===== src/hw/rtl/stdt_pkg.sv =====
// ----------------------------------------------------------------------------
// stdt_pkg
// Shared constants, types and helper functions for the signed integer to
// decimal text converter.
// ----------------------------------------------------------------------------
package stdt_pkg;

	localparam int ValueW      = 64;
	localparam int CharW       = 8;
	localparam int NumDigits   = 19;
	localparam int BcdW        = NumDigits * 4;
	localparam int BitsPerStep = 2;
	localparam int NumSteps    = ValueW / BitsPerStep;
	localparam int StepCntW    = $clog2(NumSteps);
	localparam int DigitIdxW   = $clog2(NumDigits);
	localparam int QueueDepth  = 2;
	localparam int QueuePtrW   = $clog2(QueueDepth);
	localparam int QueueCntW   = $clog2(QueueDepth + 1);

	localparam logic [CharW-1:0] CharMinus = 8'd45;
	localparam logic [CharW-1:0] CharZero  = 8'd48;
	localparam logic [CharW-1:0] CharOne   = 8'd49;
	localparam logic [CharW-1:0] CharNine  = 8'd57;

	typedef struct packed {
		logic              neg;
		logic [ValueW-1:0] mag;
	} stdt_entry_t;

	typedef enum logic [1:0] {
		CV_IDLE,
		CV_RUN,
		CV_HOLD
	} stdt_cv_state_t;

	// One shift-and-add-3 step: correct every BCD digit, then shift in one bit.
	function automatic logic [BcdW-1:0] dabble_step(input logic [BcdW-1:0] bcd,
		input logic bit_in);
		logic [BcdW-1:0] adj;
		adj = bcd;
		for (int d = 0; d < NumDigits; d++) begin
			if (adj[d*4 +: 4] >= 4'd5) begin
				adj[d*4 +: 4] = adj[d*4 +: 4] + 4'd3;
			end
		end
		return {adj[BcdW-2:0], bit_in};
	endfunction

	// Index of the most significant nonzero digit, zero when all digits are zero.
	function automatic logic [DigitIdxW-1:0] first_digit(input logic [BcdW-1:0] bcd);
		logic [DigitIdxW-1:0] idx;
		idx = '0;
		for (int d = 0; d < NumDigits; d++) begin
			if (bcd[d*4 +: 4] != 4'd0) begin
				idx = DigitIdxW'(d);
			end
		end
		return idx;
	endfunction

endpackage


===== src/hw/rtl/stdt_front.sv =====
// ----------------------------------------------------------------------------
// stdt_front
// Accepts input values, splits each into a sign flag and an unsigned
// magnitude, and writes the result into the work queue.
// ----------------------------------------------------------------------------
module stdt_front import stdt_pkg::*; (
	input  logic                     item_valid,
	output logic                     item_stall,
	input  logic signed [ValueW-1:0] value,
	input  logic                     queue_full,
	output logic                     wr_valid,
	output stdt_entry_t              wr_entry
);

	logic [ValueW-1:0] raw;

	assign raw            = ValueW'(value);
	assign item_stall     = queue_full;
	assign wr_valid       = item_valid && !queue_full;
	assign wr_entry.neg   = raw[ValueW-1];
	assign wr_entry.mag   = raw[ValueW-1] ? (ValueW'(0) - raw) : raw;

endmodule


===== src/hw/rtl/stdt_queue.sv =====
// ----------------------------------------------------------------------------
// stdt_queue
// Short first-in first-out queue of classified values between the front
// and the conversion engine.
// ----------------------------------------------------------------------------
module stdt_queue import stdt_pkg::*; (
	input  logic        clk,
	input  logic        arst_n,
	input  logic        wr_valid,
	input  stdt_entry_t wr_entry,
	output logic        full,
	input  logic        rd_pop,
	output logic        rd_valid,
	output stdt_entry_t rd_entry
);

	stdt_entry_t          slot_q [QueueDepth];
	logic [QueuePtrW-1:0] wr_ptr_q;
	logic [QueuePtrW-1:0] rd_ptr_q;
	logic [QueueCntW-1:0] count_q;
	logic                 do_wr;
	logic                 do_rd;

	assign full     = (count_q == QueueCntW'(QueueDepth));
	assign rd_valid = (count_q != '0);
	assign rd_entry = slot_q[rd_ptr_q];
	assign do_wr    = wr_valid && !full;
	assign do_rd    = rd_pop && rd_valid;

	always_ff @(posedge clk) begin
		if (do_wr) begin
			slot_q[wr_ptr_q] <= wr_entry;
		end
	end

	always_ff @(posedge clk or negedge arst_n) begin
		if (!arst_n) begin
			wr_ptr_q <= '0;
			rd_ptr_q <= '0;
			count_q  <= '0;
		end else begin
			if (do_wr) begin
				wr_ptr_q <= wr_ptr_q + QueuePtrW'(1);
			end
			if (do_rd) begin
				rd_ptr_q <= rd_ptr_q + QueuePtrW'(1);
			end
			if (do_wr && !do_rd) begin
				count_q <= count_q + QueueCntW'(1);
			end else if (do_rd && !do_wr) begin
				count_q <= count_q - QueueCntW'(1);
			end
		end
	end

endmodule


===== src/hw/rtl/stdt_back.sv =====
// ----------------------------------------------------------------------------
// stdt_back
// Converts a magnitude to BCD by shift-and-add-3, two bits per cycle, then
// hands the digits to an output stage that sends the sign and the digits
// one beat at a time, most significant first, without leading zeros.
// ----------------------------------------------------------------------------
module stdt_back import stdt_pkg::*; (
	input  logic             clk,
	input  logic             arst_n,
	input  logic             rd_valid,
	input  stdt_entry_t      rd_entry,
	output logic             rd_pop,
	output logic             result_valid,
	input  logic             result_stall,
	output logic [CharW-1:0] character,
	output logic             is_last
);

	stdt_cv_state_t       cv_state_q;
	stdt_cv_state_t       cv_next;
	logic [StepCntW-1:0]  cnt_q;
	logic [ValueW-1:0]    shift_q;
	logic [BcdW-1:0]      bcd_q;
	logic [BcdW-1:0]      bcd_next;
	logic                 neg_q;
	logic                 load;
	logic                 handoff;

	logic                 em_valid_q;
	logic                 em_sign_q;
	logic [DigitIdxW-1:0] em_idx_q;
	logic [BcdW-1:0]      em_bcd_q;
	logic                 em_free;
	logic                 out_accept;

	assign out_accept = em_valid_q && !result_stall;
	assign em_free    = !em_valid_q || (out_accept && is_last);

	always_comb begin
		cv_next = cv_state_q;
		case (cv_state_q)
			CV_IDLE: begin
				if (rd_valid) begin
					cv_next = CV_RUN;
				end
			end
			CV_RUN: begin
				if (cnt_q == StepCntW'(NumSteps - 1)) begin
					cv_next = CV_HOLD;
				end
			end
			CV_HOLD: begin
				if (em_free) begin
					cv_next = rd_valid ? CV_RUN : CV_IDLE;
				end
			end
			default: begin
				cv_next = CV_IDLE;
			end
		endcase
	end

	always_comb begin
		load    = 1'b0;
		handoff = 1'b0;
		case (cv_state_q)
			CV_IDLE: begin
				load = rd_valid;
			end
			CV_RUN: begin
				load = 1'b0;
			end
			CV_HOLD: begin
				handoff = em_free;
				load    = em_free && rd_valid;
			end
			default: begin
				load    = 1'b0;
				handoff = 1'b0;
			end
		endcase
	end

	assign rd_pop = load;

	always_comb begin
		bcd_next = bcd_q;
		for (int b = 0; b < BitsPerStep; b++) begin
			bcd_next = dabble_step(bcd_next, shift_q[ValueW-1-b]);
		end
	end

	always_ff @(posedge clk or negedge arst_n) begin
		if (!arst_n) begin
			cv_state_q <= CV_IDLE;
			cnt_q      <= '0;
		end else begin
			cv_state_q <= cv_next;
			if (load) begin
				cnt_q <= '0;
			end else if (cv_state_q == CV_RUN) begin
				cnt_q <= cnt_q + StepCntW'(1);
			end
		end
	end

	always_ff @(posedge clk) begin
		if (load) begin
			shift_q <= rd_entry.mag;
			bcd_q   <= '0;
			neg_q   <= rd_entry.neg;
		end else if (cv_state_q == CV_RUN) begin
			shift_q <= shift_q << BitsPerStep;
			bcd_q   <= bcd_next;
		end
	end

	always_ff @(posedge clk or negedge arst_n) begin
		if (!arst_n) begin
			em_valid_q <= 1'b0;
			em_sign_q  <= 1'b0;
			em_idx_q   <= '0;
		end else if (handoff) begin
			em_valid_q <= 1'b1;
			em_sign_q  <= neg_q;
			em_idx_q   <= first_digit(bcd_q);
		end else if (out_accept) begin
			if (em_sign_q) begin
				em_sign_q <= 1'b0;
			end else if (em_idx_q == '0) begin
				em_valid_q <= 1'b0;
			end else begin
				em_idx_q <= em_idx_q - DigitIdxW'(1);
			end
		end
	end

	always_ff @(posedge clk) begin
		if (handoff) begin
			em_bcd_q <= bcd_q;
		end
	end

	assign result_valid = em_valid_q;
	assign character    = em_sign_q ? CharMinus
		: (CharZero + CharW'(em_bcd_q[em_idx_q*4 +: 4]));
	assign is_last      = !em_sign_q && (em_idx_q == '0);

endmodule


===== src/hw/rtl/signed_integer_to_decimal_text_top.sv =====
// ----------------------------------------------------------------------------
// signed_integer_to_decimal_text_top
// Converts signed 64-bit integers to ASCII decimal text, one character a beat.
// ----------------------------------------------------------------------------
// Input channel: item_valid, item_stall and value. A value is taken on a
// clock edge with item_valid high and item_stall low. Values go into a
// two-entry queue, so the source is stalled only while that queue is full.
// Output channel: result_valid, result_stall, character and is_last. Each
// value gives an optional '-' then its digits, most significant first, with
// no leading zeros; zero gives a single '0'. is_last marks the final digit.
// Conversion: the BCD conversion runs two bits a cycle and overlaps with the
// sending of the previous value's text. The text of one value is at most
// 20 characters long.
// When result_stall is high the current character and is_last hold; the
// conversion of the next value finishes and then waits for the output stage.
// Reset (arst_n low) empties the queue and drops any text not yet sent.
// ----------------------------------------------------------------------------
module signed_integer_to_decimal_text_top import stdt_pkg::*; (
	input  logic                     clk,
	input  logic                     arst_n,
	input  logic                     item_valid,
	output logic                     item_stall,
	input  logic signed [ValueW-1:0] value,
	output logic                     result_valid,
	input  logic                     result_stall,
	output logic [CharW-1:0]         character,
	output logic                     is_last
);

	logic        queue_full;
	logic        wr_valid;
	stdt_entry_t wr_entry;
	logic        rd_pop;
	logic        rd_valid;
	stdt_entry_t rd_entry;

	stdt_front u_front (
		.item_valid (item_valid),
		.item_stall (item_stall),
		.value      (value),
		.queue_full (queue_full),
		.wr_valid   (wr_valid),
		.wr_entry   (wr_entry)
	);

	stdt_queue u_queue (
		.clk      (clk),
		.arst_n   (arst_n),
		.wr_valid (wr_valid),
		.wr_entry (wr_entry),
		.full     (queue_full),
		.rd_pop   (rd_pop),
		.rd_valid (rd_valid),
		.rd_entry (rd_entry)
	);

	stdt_back u_back (
		.clk          (clk),
		.arst_n       (arst_n),
		.rd_valid     (rd_valid),
		.rd_entry     (rd_entry),
		.rd_pop       (rd_pop),
		.result_valid (result_valid),
		.result_stall (result_stall),
		.character    (character),
		.is_last      (is_last)
	);

endmodule


===== config.mk =====
export PLATFORM = sky130hd
export DESIGN_NAME = signed_integer_to_decimal_text_top
export DESIGN_NICKNAME = d
export VERILOG_FILES = /design/src/hw/rtl/stdt_pkg.sv /design/src/hw/rtl/stdt_front.sv /design/src/hw/rtl/stdt_queue.sv /design/src/hw/rtl/stdt_back.sv /design/src/hw/rtl/signed_integer_to_decimal_text_top.sv
export SDC_FILE = /design/constraint.sdc
export NUM_CORES = 1
export LEC_CHECK = 0
export CORE_MARGIN = 1.5
export CORE_UTILIZATION = 50
export CTS_CLUSTER_DIAMETER = 120
export DETAILED_ROUTE_END_ITERATION = 10
export DONT_BUFFER_PORTS = 1
export PLACE_DENSITY_LB_ADDON = 0.15
export SLEW_MARGIN = 40
export SYNTH_ARGS = -nofsm -noshare
export SYNTH_HDL_FRONTEND = slang
export SYNTH_SLANG_ARGS = --single-unit

===== constraint.sdc =====
create_clock -name clk -period 7.1 [get_ports clk]
set_input_delay 1.42 -clock clk [delete_from_list [all_inputs] [get_ports clk]]
set_output_delay 1.42 -clock clk [all_outputs]
set_load 0.05 [all_outputs]

=== After elaboration in Yosys (flattened, before gate mapping) ===
Memory sizes are Yosys's and may differ from the RTL's.
Index checks and enable logic that the tools add are counted.

* Memories kept: 1
* Bits of input ports: 68
* RAM bits: 130
* Register bits after elaboration: 235
* Logic and storage cells: 234
* Output and inout bits: 11

{| class="wikitable"
|+ Memory list
! name !! words !! bits a word !! rd ports !! clocked after Yosys merged registers in !! write ports !! line !! text
|-
| u_queue.slot_q || 2 || 65 || 1 || 0 || 1 || stdt_queue.sv:17 || <nowiki>stdt_entry_t slot_q [QueueDepth];</nowiki>
|}

* Eq/ne operators: 9
* Reductions and logical operators: 44
* $add $sub $neg: 46
* Magnitude comparators: 38
* Shift operators: 1
* Muxes and demuxes: 83

{| class="wikitable"
|+ Operator list
! operator !! count
|-
| 64-bit 2-to-1 mux || 3
|-
| 4-bit 2-to-1 mux || 44
|-
| 4-bit by 3-bit greater-or-equal comparator with 1-bit output, second input constant || 38
|-
| 4-bit by 2-bit adder with 4-bit output, second input constant || 36
|-
| 76-bit by 8-bit variable part select with 4-bit output || 1
|-
| 4-bit nonzero test || 18
|-
| 1-bit by 64-bit subtractor with 64-bit output, first input constant || 1
|-
| 5-bit 2-to-1 mux || 9
|-
| 3-bit 2-to-1 mux || 6
|-
| 2-bit 2-to-1 mux || 7
|-
| 1-bit 2-to-1 mux || 11
|-
| 2-bit by 1-bit != test with 1-bit output, second input constant || 5
|-
| 2-bit nonzero test || 5
|-
| 1-bit logical AND || 9
|-
| 3-bit AND reduction || 3
|-
| 8-bit 2-to-1 mux || 1
|-
| 6-bit by 4-bit adder with 7-bit output, first input constant || 1
|-
| 3-bit by 2-bit adder with 3-bit output, second input constant || 2
|-
| 1-bit zero test || 6
|-
| 2-bit case mux with 3 select lines || 1
|-
| 5-bit by 1-bit adder with 5-bit output, second input constant || 1
|-
| 5-bit == test, second input constant || 1
|-
| 5-bit zero test || 1
|-
| 5-bit by 1-bit subtractor with 5-bit output, second input constant || 1
|-
| other kinds (8) || 10
|}

=== Longest topological paths before layout ===
* Depth after elaboration: 20
* Gate-level depth with buffers: 14
* Gate-level depth less buffers: 11

=== Cells and area by module ===
From an unflattened synthesis, not the netlist that was laid out.

* Cells, all modules: 1840
* Area total of the unflattened synthesis: 20259.4 um^2

{| class="wikitable"
|+ By module, submodules not included
! module !! area an instance (um^2) !! cells each !! times used
|-
| stdt_back || 13699.4 || 1418 || 1
|-
| stdt_queue || 5049.8 || 221 || 1
|-
| stdt_front || 1510.2 || 201 || 1
|}

=== Worst setup path after synthesis ===
No wires, ideal clock.

* Kind: reg-to-reg
* Start: reg u_back.em_idx_q[1]
* End: reg u_back.em_idx_q[4]
* Path buffers: 2
* Setup slack: 0.921 ns
* Data required time: 6.974 ns
* Cell stages (with the launch flop): 11
* Data arrival time: 6.053 ns
* Setup time: 0.126 ns
* Path through: dfrtp_1 -> clkbuf_1 -> clkbuf_1 -> inv_1 -> ha_1 -> or4b_1 -> o31a_1 -> nor2_1 -> and3_1 -> nand2_1 -> a22o_1

* Longest elaborated chain between the ends: 7

{| class="wikitable"
|+ RTL lines
! item !! line !! text
|-
| start: declaration || stdt_back.sv:31 || <nowiki>logic [DigitIdxW-1:0] em_idx_q;</nowiki>
|-
| start signal: assignment || stdt_back.sv:126 || <nowiki>em_idx_q <= first_digit(bcd_q);</nowiki>
|-
| start signal: assignment || stdt_back.sv:133 || <nowiki>em_idx_q <= em_idx_q - DigitIdxW'(1);</nowiki>
|-
| 5-bit zero test (*) || stdt_back.sv:147 || <nowiki>assign is_last = !em_sign_q && (em_idx_q == '0);</nowiki>
|-
| 1-bit logical AND (*) || stdt_back.sv:147 ||
|-
| 1-bit logical AND (*) || stdt_back.sv:37 || <nowiki>assign em_free = !em_valid_q || (out_accept && is_last);</nowiki>
|-
| 1-bit logical OR (*) || stdt_back.sv:37 ||
|-
| 1-bit 2-to-1 mux (*) || stdt_back.sv:66 || <nowiki>case (cv_state_q)</nowiki>
|-
| via u_back.handoff || stdt_back.sv:27 || <nowiki>logic handoff;</nowiki>
|-
| 2-bit by 1-bit != test with 1-bit output (no line) or 2-bit nonzero test (tied branches) || - ||
|-
| 3-bit AND reduction (no line) || - ||
|}

The timed path passes the listed nets; every way through them passes the cells marked *. The select of a mux whose other input is x is not followed.
A chain may end at the register's enable or synchronous reset.

=== Worst setup path after layout ===
* Start: reg u_back.em_idx_q[1]
* End: reg u_back.shift_q[49], enable pin

* Longest elaborated chain between the ends: 7

{| class="wikitable"
|+ RTL lines
! item !! line !! text
|-
| 5-bit zero test || stdt_back.sv:147 ||
|-
| 1-bit logical AND || stdt_back.sv:147 ||
|-
| 1-bit logical AND || stdt_back.sv:37 ||
|-
| 1-bit logical OR || stdt_back.sv:37 ||
|-
| 1-bit logical AND || stdt_back.sv:75 || <nowiki>load = em_free && rd_valid;</nowiki>
|-
| 1-bit case mux with 2 select lines || stdt_back.sv:66 ||
|-
| via rd_pop || signed_integer_to_decimal_text_top.sv:33 || <nowiki>logic rd_pop;</nowiki>
|-
| 2-bit nonzero test (no line) || - ||
|-
| end signal: assignment || stdt_back.sv:109 || <nowiki>shift_q <= rd_entry.mag;</nowiki>
|-
| end signal: assignment || stdt_back.sv:113 || <nowiki>shift_q <= shift_q << BitsPerStep;</nowiki>
|-
| end: declaration || stdt_back.sv:22 || <nowiki>logic [ValueW-1:0] shift_q;</nowiki>
|}

The timed path passes the listed nets, and every way through them passes these cells.

==> metrics <==
CP arrival=4.53 ns; mapped cell area=18660 µm²; Final HPWL DP=about 25000 µm; FFs w/ async S/R, synth=4.932%; post-synthesis cell count=1611; CP endpoint kind=flop; status=complete, no violations; Yosys cell types=61; final WL=36480 µm; FF+latch count, synth=between 300 and 400; DRT iter0 DRCs=558; period utilization=61.54%; Synth-to-Final Area Change=10.07%; Avg Vias per Cell=5.584; final hold violation count=0; Final Util=55.98%; max cap viols=0; CTS tree=built; initial core utilization=50.86%; PnR worst setup slack=2.731 ns; pin count of the biggest net entering global routing=115; Synth warnings=0; CTS Root Cell=clkbuf_16; Placeable Area=around 37000 µm²; Comb power frac=45.5%; Final Critical Period=4.369 ns; Chip Width=between 150 and 200 µm; post-route ant nets=0; Final nets=1753; sequential share of power=about a third; Clock Pin Slew Worst Setup and Hold Paths=about 0.060 ns; H-Tree Depth=2; number of synthesized flops with an enable pin=271; startpoint types=flop; Net Sw Power=0.003996 W; Hold-fix buffers, CTS=0; ant diodes=0; wire per inst=~17 µm; CP max FO=76; RSZ-0062 raised after global routing=false; Skew-Pair Late Insertion Delay=0.53 ns; critical-path cell list=inv_1, ha_1, or4b_1, o31a_1, a211o_4, inv_2, nor2_2, buf_4, clkinv_2, buf_6; WP data required=7.26 ns; number of global-route vias before repair=11490; Max Freq=228.9 MHz; PD cells=518.5 nW/µm²; io pins=79; Leak=between 7 and 8 nW; Crit path max-delay family=buffers and inverters; # rows=70; fin area=20540 µm²; Worst-Margin Slew=0.8465 ns; setup violators final=0; Mean Syn Cell Area=11.59 µm²; Die ar.=38500 µm²; CP bufs+invs=5; Sw Ratio=37.51%; Setup Crit Path Kind=flop to flop; CP max-delay cell=dfrtp_2; area post-placement=19190 µm²; routed vias=between 10000 and 15000; initial antenna violation count=0; Hold Path Class=flop to flop; post-route setup TNS=0 ns; final setup skew=0.02115 ns; Slew Limit Fails=0; Clock Tree Buf Depth=3; die extent in y=196.2 µm; Clk pwr share=between 10% and 20%; Total GRT Usage=19.18%; clock sinks=365; CP peak stage delay=0.63 ns; Setup WS pre-CTS=2.800 ns; CTS resizes=0; prevailing post-synth register cell=edfxtp_1; CTS Buf Count=40; Worst slew margin=a little over two fifths; DR pass1 iterations=5; GRT overflow=0; Post CTS Setup Buffer Count=0; share of cells above drive strength 1=10.10%; Max IR drop VDD=0.0002013 V; DR DRC count=0; Placer Congestion=between 0.8 and 0.9; most frequent cells in the layout=edfxtp_1, o21ai_0, nand2_1, mux2i_1, xnor2_1; most common cell after layout, fill and taps aside=edfxtp_1; Pwr Total=0.01065 W; port buffer count=0; first-pass GRT wire length=59180 µm; Seq/Total Area, Yosys=54.17%; Pint=between 0.006 and 0.007 W
-- synthesized netlist by cell type, types with 9 or more instances --
library cell	count	area, µm²
or4_1	9	67.56
a21oi_1	81	405.4
dfxtp_1	76	1521
nor2_1	54	202.7
o22ai_1	19	118.9
xnor2_1	99	867.1
o31ai_1	14	105.1
clkbuf_1	46	172.7
nand3_1	48	240.2
ha_1	82	1026
nor3b_1	48	360.4
edfxtp_1	271	8138
mux4_2	16	360.4
o21a_1	19	142.6
mux2_2	37	416.7
o21ai_0	173	865.8
nand2b_1	45	281.5
nand2_1	114	427.9
inv_1	86	322.8
mux2i_1	112	1121
nor2b_1	24	150.1
dfrtp_1	18	450.4
nor3_1	9	45.04
-- per-layer routing --
metal	vias to the layer above	share of wire, %	track usage (%)	routed length (µm)
met1	5609	46	25.53	16620
met4	0	1.9	5.157	700
met2	199	48	32.65	17590
met3	45	4.3	3.094	1568
li1	5884	-	-	-
met5	-	0	0	0
-- power groups by stage --
stage	registers, W	clock network (W)	logic (W)
final	0.00368	0.00212	0.00485
after detailed placement	0.00372	0	0.00489
after global routing	0.00376	0.00225	0.00552
after floorplan	0.00353	0	0.00404
after global placement	0.00370	0	0.00474
after CTS	0.00368	0.00217	0.00492
-- per-stage QoR --
| step | cells | hold WS, ns |
|---|---|---|
| 2_1_floorplan | 1612 | 0.4176 |
| 3_3_place_gp | 2027 | 0.4394 |
| 3_5_place_dp | 2029 | 0.4384 |
| 4_1_cts | 2102 | 0.4577 |
| 5_1_grt | 2102 | 0.4867 |
| 6_report | 2102 | 0.4552 |
-- final timing paths --
path                       slack (ns)  depth (start not counted)          startpoint                  to
min                              0.46                          2  u_back.shift_q[62]     u_back.bcd_q[0]
min reg2reg                      0.46                          2  u_back.shift_q[62]     u_back.bcd_q[0]
max reg2reg                      2.73                         10  u_back.em_idx_q[1]  u_back.shift_q[49]
min in group asynchronous        0.58                          0              arst_n    u_queue.wr_ptr_q
max                              2.73                         10  u_back.em_idx_q[1]  u_back.shift_q[49]
max in group asynchronous        6.42                          0              arst_n    u_queue.rd_ptr_q
-- cell families after synthesis --
group / after synthesis / share of synthesized area [%]
simple gates: 392 / 11.22
mux: 165 / 10.17
other cells: 2 / 0.04024
compound gates: 347 / 10.75
flops: 365 / 54.17
buf+inv: 151 / 3.137
fa+ha+maj: 82 / 5.497
xor+xnor: 107 / 5.021
-- flip-flops by register name, indices dropped and copies added, names as in the netlist --
| register | flops |
|---|---|
| u_back.result_valid | 1 |
| u_queue.count_q | 2 |
| u_back.em_idx_q | 5 |
| u_back.bcd_q | 76 |
| u_back.neg_q | 1 |
| u_queue.rd_ptr_q | 1 |
| u_queue.wr_ptr_q | 1 |
| u_back.cnt_q | 5 |
| u_queue.slot_q | 130 |
| u_back.cv_state_q | 2 |
| u_back.shift_q | 64 |
| u_back.em_sign_q | 1 |
| u_back.em_bcd_q | 76 |
-- layout make-up --
cell class / count / area, µm²
clock buffer: 48 / 1062
clock inverter: 25 / 287.8
fill: 3065 / 16150
inverter: 88 / 331.6
multi-input combinational: 1096 / 8034
sequential: 365 / 10110
tap: 468 / 585.6
timing repair buffer: 12 / 127.6
-- worst reg2reg max path, delay by kind of cell, from the launching register on --
family,cells,cell delay [ns]
fa+ha+maj,1,0.20
compound gates,2,0.98
flops,1,0.63
buf+inv,5,1.50
simple gates,2,0.59
No activity file was read; power rests on OpenSTA's default activity.
